### src/design/vau_pkg.sv
package vau_pkg;

    typedef enum logic [2:0] {
        MODE_ADD   = 3'd0,
        MODE_SUB   = 3'd1,
        MODE_SCALE = 3'd2,
        MODE_DOT   = 3'd3,
        MODE_CROSS = 3'd4,
        MODE_LEN   = 3'd5,
        MODE_NORM  = 3'd6
    } t_mode;

    typedef struct packed {
        logic  valid;
        t_mode mode;
    } t_ctl;

endpackage

### src/design/vau_div.sv
module vau_div #(
    parameter int W = 16,
    parameter int F = 8
) (
    input  logic               i_clk,
    input  logic               i_rst_n,
    input  logic               i_en,
    input  vau_pkg::t_ctl      i_ctl,
    input  logic [W+F-1:0]     i_root,
    input  logic [2:0][W-1:0]  i_a,
    input  logic [5*W-1:0]     i_pass,
    output vau_pkg::t_ctl      o_ctl,
    output logic [2:0][W-1:0]  o_r,
    output logic [2*W-1:0]     o_sc,
    output logic               o_zl
);
    import vau_pkg::*;

    localparam int R  = W + F;
    localparam int Q  = F + 1;
    localparam int DW = W + 2 * F;
    localparam int X  = W + F + 2;
    localparam int L  = R + 2 * W;
    localparam logic signed [X-1:0] VMAX = (X'(1) << (W - 1)) - X'(1);
    localparam logic signed [X-1:0] VMIN = ~VMAX;
    localparam logic [L-1:0] SMAX = (L'(1) << (2 * W - 1)) - L'(1);

    t_ctl               r_ctl  [Q];
    logic [2:0][DW-1:0] r_rem  [Q];
    logic [2:0][Q-1:0]  r_q    [Q];
    logic [2:0]         r_neg  [Q];
    logic [R-1:0]       r_root [Q];
    logic [5*W-1:0]     r_pass [Q];

    for (genvar g = 0; g < Q; g++) begin : g_stage
        localparam int K = F - g;
        t_ctl               c_in;
        logic [2:0][DW-1:0] rem_in, n_rem;
        logic [2:0][Q-1:0]  q_in, n_q;
        logic [2:0]         neg_in;
        logic [R-1:0]       root_in;
        logic [5*W-1:0]     p_in;
        logic [DW-1:0]      dv;

        if (g == 0) begin : g_first
            for (genvar i = 0; i < 3; i++) begin : g_comp
                assign neg_in[i] = i_a[i][W-1];
                assign rem_in[i] = DW'(i_a[i][W-1] ? W'(-i_a[i]) : i_a[i]) << (2 * F);
            end
            assign c_in    = i_ctl;
            assign q_in    = '0;
            assign root_in = i_root;
            assign p_in    = i_pass;
        end else begin : g_next
            assign c_in    = r_ctl[g-1];
            assign rem_in  = r_rem[g-1];
            assign q_in    = r_q[g-1];
            assign neg_in  = r_neg[g-1];
            assign root_in = r_root[g-1];
            assign p_in    = r_pass[g-1];
        end

        always_comb begin
            dv    = DW'(root_in) << K;
            n_rem = rem_in;
            n_q   = q_in;
            for (int i = 0; i < 3; i++) begin
                if (rem_in[i] >= dv) begin
                    n_rem[i]  = rem_in[i] - dv;
                    n_q[i][K] = 1'b1;
                end
            end
        end

        always_ff @(posedge i_clk) begin
            if (!i_rst_n) begin
                r_ctl[g] <= '0;
            end else if (i_en) begin
                r_ctl[g] <= c_in;
            end
        end

        always_ff @(posedge i_clk) begin
            if (i_en) begin
                r_rem[g]  <= n_rem;
                r_q[g]    <= n_q;
                r_neg[g]  <= neg_in;
                r_root[g] <= root_in;
                r_pass[g] <= p_in;
            end
        end
    end

    logic signed [X-1:0] qv [3];
    logic [R-1:0]        root;
    t_ctl                c_out;

    assign root  = r_root[Q-1];
    assign c_out = r_ctl[Q-1];

    always_comb begin
        for (int i = 0; i < 3; i++) begin
            qv[i] = r_neg[Q-1][i] ? -X'(r_q[Q-1][i]) : X'(r_q[Q-1][i]);
        end
        o_r  = r_pass[Q-1][3*W-1:0];
        o_sc = r_pass[Q-1][5*W-1:3*W];
        o_zl = 1'b0;
        case (c_out.mode)
            MODE_LEN: begin
                o_sc = (L'(root) > SMAX) ? SMAX[2*W-1:0] : (2*W)'(root);
            end
            MODE_NORM: begin
                o_sc = '0;
                if (root == '0) begin
                    o_r  = '0;
                    o_zl = 1'b1;
                end else begin
                    for (int i = 0; i < 3; i++) begin
                        if (qv[i] > VMAX) o_r[i] = VMAX[W-1:0];
                        else if (qv[i] < VMIN) o_r[i] = VMIN[W-1:0];
                        else o_r[i] = qv[i][W-1:0];
                    end
                end
            end
            default: ;
        endcase
    end

    assign o_ctl = c_out;

endmodule

### config.mk
export PLATFORM = sky130hd
export DESIGN_NAME = vau_div
export DESIGN_NICKNAME = d
export VERILOG_FILES = /design/src/design/vau_pkg.sv /design/src/design/vau_div.sv
export SDC_FILE = /design/constraint.sdc
export NUM_CORES = 2
export LEC_CHECK = 0
export BUFFER_PORTS_ARGS = -buffer_cell sky130_fd_sc_hd__clkbuf_2
export CAP_MARGIN = 0
export CORE_UTILIZATION = 30
export CTS_BUF_LIST = sky130_fd_sc_hd__clkbuf_2 sky130_fd_sc_hd__clkbuf_4 sky130_fd_sc_hd__clkbuf_8
export CTS_CLUSTER_DIAMETER = 200
export DETAILED_ROUTE_END_ITERATION = 10
export SYNTH_ARGS = -nofsm -noshare
export SYNTH_HDL_FRONTEND = slang
export SYNTH_SLANG_ARGS = --single-unit
### constraint.sdc
create_clock -name i_clk -period 4.1 [get_ports i_clk]
set_clock_uncertainty 0.05 [all_clocks]
set_input_delay 0.205 -clock i_clk [delete_from_list [all_inputs] [get_ports i_clk]]
set_output_delay 0.205 -clock i_clk [all_outputs]
set_load 0.01 [all_outputs]
* Yosys cells after proc, flatten, opt, wreduce, memory -nomap -nowiden *
Memories as Yosys holds them, arrays and structs flattened.
Cells that the tools add are included.

operators by class
  $add $sub $neg = 33
  multipliers = 0
  div/mod/pow operators = 0
  $lt $le $gt $ge = 33
  equal/unequal tests = 2
  shift operators = 0
  multiplexer cells = 85
  bitwise logic cells = 9
  reductions and logical operators = 1

operators by type and width
  operator                number
  $mux W32                27
  $mux W16                9
  $ge A32 B24 Y1          3
  $ge A32 B25 Y1          3
  $ge A32 B26 Y1          3
  $ge A32 B27 Y1          3
  $ge A32 B28 Y1          3
  $ge A32 B29 Y1          3
  $ge A32 B30 Y1          3
  $ge A32 B31 Y1          3
  $ge A32 B32 Y1          3
  $mux W48                2
  $sub A32 B24 Y32        3
  $sub A32 B25 Y32        3
  $sub A32 B26 Y32        3
  $sub A32 B27 Y32        3
  $sub A32 B28 Y32        3
  $sub A32 B29 Y32        3
  $sub A32 B30 Y32        3
  $sub A32 B31 Y32        3
  $sub A32 B32 Y32        3
  $gt A26 B16 Y1 const B  3
  $lt A26 B16 Y1 const B  3
  $mux W26                3
  other kinds (8)         62

storage, ports and cells
  register bits = 0
  latch bits = 0
  RAM bits = 2106
  ROM bits = 0
  bits of input ports = 159
  output and inout port bits = 85
  logic and storage cells = 169
  memories = 6

memory list
  memory  words  width  rd ports  clocked after Yosys merged registers in  wr ports  line           text
  r_rem   9      96     8         0                                        9         vau_div.sv:29  logic [2:0][DW-1:0] r_rem [Q];
  r_pass  9      80     9         0                                        9         vau_div.sv:33  logic [5*W-1:0] r_pass [Q];
  r_q     9      27     9         0                                        9         vau_div.sv:30  logic [2:0][Q-1:0] r_q [Q];
  r_root  9      24     9         0                                        9         vau_div.sv:32  logic [R-1:0] r_root [Q];
  r_ctl   9      4      9         0                                        9         vau_div.sv:28  t_ctl r_ctl [Q];
  r_neg   9      3      9         0                                        9         vau_div.sv:31  logic [2:0] r_neg [Q];

* Longest topological paths before layout *
An unclocked memory read counts as a cell.

  depth in word-level cells = 8
  mapped depth = 19
  mapped depth without buffers = 17

* Worst setup path after synthesis *
No wires, ideal clock.

  path type = input to register
  from = input port i_a[3] (netlist bit)
  to = memory r_rem[0][29] (netlist bit) (data pin)
  setup time = 0.269 ns
  arrival = 3.344 ns
  required time = 3.781 ns
  setup slack = 0.436 ns
  stages on the path = 16
  buffers on the path = 2
  path through = or3_1 nor3_1 nand3_1 or3_1 nand2_1 xnor2_1 ha_1 and3_1 o311a_1 o31a_1 o21a_1 nor2_1 o21a_1 buf_2 clkbuf_1 o21ai_0

RTL lines
  what         line           text
  from (decl)  vau_div.sv:10  input logic [2:0][W-1:0] i_a,
  to (decl)    vau_div.sv:29

==> metrics.log <==
INFO  metric result_of_the_run = finished with violations
INFO  metric grt_use_met3 = around 2.3%
INFO  metric power.combinational.fraction = 37.5%
INFO  metric detail_route.wl_per_cell = 19.6 microns
INFO  metric violations = design-rule violations
INFO  metric layout-drive-gt1-share = 14.3%
INFO  metric synth_seq_cells = 1794
INFO  metric clockPowerShare = 23.4%
INFO  metric tritoncts.num_buffers = 321
INFO  metric weighted_congestion_at_the_end_of_routability_driven_global_placement = 0.912
INFO  metric chipHeight = 559 microns
INFO  metric layout.cells.most_common_list = 1794 x edfxtp_1, 627 x ha_1, 623 x nand2_1
INFO  metric placedCellCount = 12300
INFO  metric largest_net_degree_at_the_start_of_global_routing = around 190
INFO  metric fin_tns_setup = 0 ns
INFO  metric power.leakage = 43.3 nW
INFO  metric fmax = 246 MHz
INFO  metric max-clock-path-buffers = 4
INFO  metric critical_path.reg2reg.endpoint = r_rem[0][265]
INFO  metric power_per_cell_area = 645 mW/mm^2
INFO  metric most_common_library_cell_in_the_layout_ignoring_fill_and_taps = edfxtp_1
INFO  metric cellInternalPower = 46.2 mW
INFO  metric report.final.hold_viol_count = 0
INFO  metric post-dp-hpwl = 198000 microns
INFO  metric die_area = 0.312 sq mm
INFO  metric synth_top_flop_cell = edfxtp_1
INFO  metric synth.yosys.seq_area_share = 57.9%
INFO  metric dr.pass1.iters = 8
INFO  metric synth_nets = 8586
INFO  metric core_area = ~0.3 sq mm
INFO  metric syn_area = slightly above 0.09 sq mm
INFO  metric viasPerCell = 4.85
INFO  metric final_layout_net_count = roughly 9600
INFO  metric layout-area-overhead-vs-synth = 19.8%
INFO  metric synthDistinctLibCells = 88
INFO  metric timing.hold.worst.class = in -> reg
INFO  metric grt.total_usage = 15.9%
INFO  metric cp-start-kind = flip-flop
INFO  metric drc_errors = 44
INFO  metric clk_pin_slew = 0.06 ns
INFO  metric rsz0062_at_grt = yes
INFO  metric tightest_slew = 1.11 ns
INFO  metric clkLatencyLatePin = around 1.0 ns
INFO  metric critPathCaptureType = primary output
INFO  metric switching_pwr = 25.6 mW
INFO  metric htree_num_levels = 5
INFO  metric required = 3.85 ns
INFO  metric finalMaxSlewViolations = 0
INFO  metric route.vias.total = 63800
INFO  metric grt_pass1_wl = 384000 microns
INFO  metric regToRegStartpoint = r_root[0][28]
INFO  metric initial_antenna_violation_count = 8
INFO  metric gr-usage-met2 = 27.3%
INFO  metric path_max_fanout = 4
INFO  metric crit_arrival = 3.81 ns
INFO  metric layout_min_cycle_time = 4.07 ns
INFO  metric post-route-period-util = 99.2%
INFO  metric buffer_ports.inserted = 243
INFO  metric grt_util_met1 = 19.8%
INFO  metric grt_pass1_vias = 64500
INFO  metric drt-initial-drc-count = 4132
INFO  metric min-delay-start = i_root[6]
INFO  metric reg2reg_slack = 0.16 ns
INFO  metric synth_cells = 7772
INFO  metric final_cells = 13200
INFO  metric routed_wl = ~260000 microns
INFO  metric floorplan.initialDensity = 30.1%
INFO  metric root_buffer = clkbuf_8
INFO  metric floorplan.die.width = 559 microns
INFO  metric max-vdd-ir-drop = between 0.2 and 0.3 mV
INFO  metric io_pins = 244
INFO  metric tritoncts = yes
INFO  metric grt_remaining_overflow = 0
INFO  metric hold-path-endpoint = r_rem[0][14]
INFO  metric slew_hr = 25.9%
INFO  metric sw_frac_of_total = 35.7%
INFO  metric max_cap_viols = 0
INFO  metric hold-path-cell-count = 4
INFO  metric power_frac_seq = 39.1%
INFO  metric count_of_flip_flops_with_a_built_in_enable_after_synthesis = 1794
INFO  metric postSynthAreaPerCell = 12.0 sq um
INFO  metric reg2regPathDepth = 13
INFO  metric total_number_of_placement_rows = 204
INFO  metric grt_most_used_layer = met2
INFO  metric drt.antenna.violating_nets = 0
INFO  metric worst-setup-path-type = reg -> out
INFO  metric yosys_warnings = 0
INFO  metric synth-async-reset-ratio = 0%
INFO  metric setup_viol = 0
INFO  metric clock_sinks = 1794
[worst max-delay path, cell delays in order, from the launching register on]
cell,delay [ns]
edfxtp_1,0.43
or4_4,0.56
or2_4,0.26
o41ai_4,0.33
inv_2,0.10
ha_4,0.27
or3b_4,0.39
a21oi_4,0.22
a21o_1,0.12
buf_2,0.13
[power groups by stage]
stage | Clock (mW) | Sequential [mW] | Combinational (mW)
detailed placement | 0 | 28.4 | 26.5
floorplan | 0 | 26.9 | 18.3
finish | 16.8 | 28.1 | 27.0
global placement | 0 | 28.4 | 26.1
global route | 18.3 | 28.4 | 29.7
CTS | 17.5 | 28.1 | 26.9
[logic make-up (layout without fill, tap and decap cells)]
logic type	after synthesis	in the layout	synth area share [%]
AOI/OAI and AO/OA	2064	2064	13.8
xor gates and xnor gates	574	574	5.40
adders and majority gates	655	655	8.97
buffers and inverters	583	1846	2.40
DFF	1794	1794	57.9
muxes	102	102	1.24
other	0	7	0
and+or+nand+nor	2000	2000	10.3
[state kept, by name, summed over array words and instances, names as in the netlist]
signal	flops
r_pass	720
r_rem	660
r_root	216
r_q	135
r_ctl	36
r_neg	27
[per-layer routing]
layer | vias up | routed length [microns]
li1 | 31200 | -
met1 | 30700 | 112000
met2 | 1458 | 123000
met3 | 466 | 10300
met4 | 4 | 12100
met5 | - | 31
[what timing repair did]
item,4_1_cts,5_1_grt
resized for setup,41,59
pin swaps,14,21
endpoints found under the hold margin,587,0
hold buffers,304,0
setup buffers,13,8
setup endpoints to repair,44,70
cloned,0,1
[through the flow]
step	power, mW	utilization [%]	hold WS (ns)	cell area (sq um)	setup WS [ns]
6_report	71.9	36.1	0.163	111000	0.0334
3_5_place_dp	54.9	32.9	0.334	102000	0.0403
3_3_place_gp	54.5	32.9	0.332	102000	0.0379
4_1_cts	72.5	36.0	0.0394	111000	-0.191
2_1_floorplan	45.2	-	0.254	93100	0.436
5_1_grt	76.4	36.1	0.140	111000	-0.190
[worst max path at each step]
stage	startpoint	end	slack, ns	cells after the start
finish	r_q[0][228]	o_r[30]	0.03	9
global route	r_q[0][226]	o_r[30]	-0.19	11
CTS	r_q[0][226]	o_r[30]	-0.19	11
detailed placement	r_root[0][5]	r_rem[0][171]	0.04	13
global placement	i_a[33]	r_rem[0][83]	0.04	18
floorplan	i_a[3]	r_rem[0][29]	0.44	16
[synth_stat cells (20+ instances only)]
cell | instances | area, sq um
nor3_1 | 139 | 696
a22o_1 | 45 | 394
buf_2 | 20 | 100
ha_1 | 634 | 7930
xnor2_1 | 320 | 2800
o31ai_1 | 70 | 526
or2_2 | 37 | 231
nand3_1 | 129 | 646
a31oi_1 | 56 | 350
clkbuf_1 | 144 | 541
nor4_1 | 42 | 263
a21boi_0 | 28 | 210
inv_1 | 397 | 1490
mux2_2 | 79 | 890
o21bai_1 | 53 | 398
fa_1 | 21 | 420
a2111oi_0 | 23 | 201
nand2_1 | 628 | 2360
or3_1 | 46 | 288
and3_1 | 75 | 469
nor2_1 | 489 | 1840
a211oi_1 | 48 | 360
o21ai_0 | 596 | 2980
a211o_1 | 21 | 184
o211ai_1 | 34 | 255
a21o_1 | 246 | 1850
edfxtp_1 | 1794 | 53900
nand2b_1 | 103 | 644
nand4_1 | 70 | 438
nor2b_1 | 115 | 719
a21oi_1 | 574 | 2870
xor2_1 | 254 | 2220
and2_1 | 40 | 250
o21a_1 | 93 | 698
[final cells by class]
cell class              count  area [sq um]
inverters                 399          1500
fillers                 30100        197000
clock inverters           140          1170
multi-input cells        5395         37300
well taps                4120          5150
flip-flops and latches   1794         53900
diodes                      7          17.5
repair buffers            885          7250
clock buffers             422          5190
Note: power is estimated with default switching activity, not from simulation.
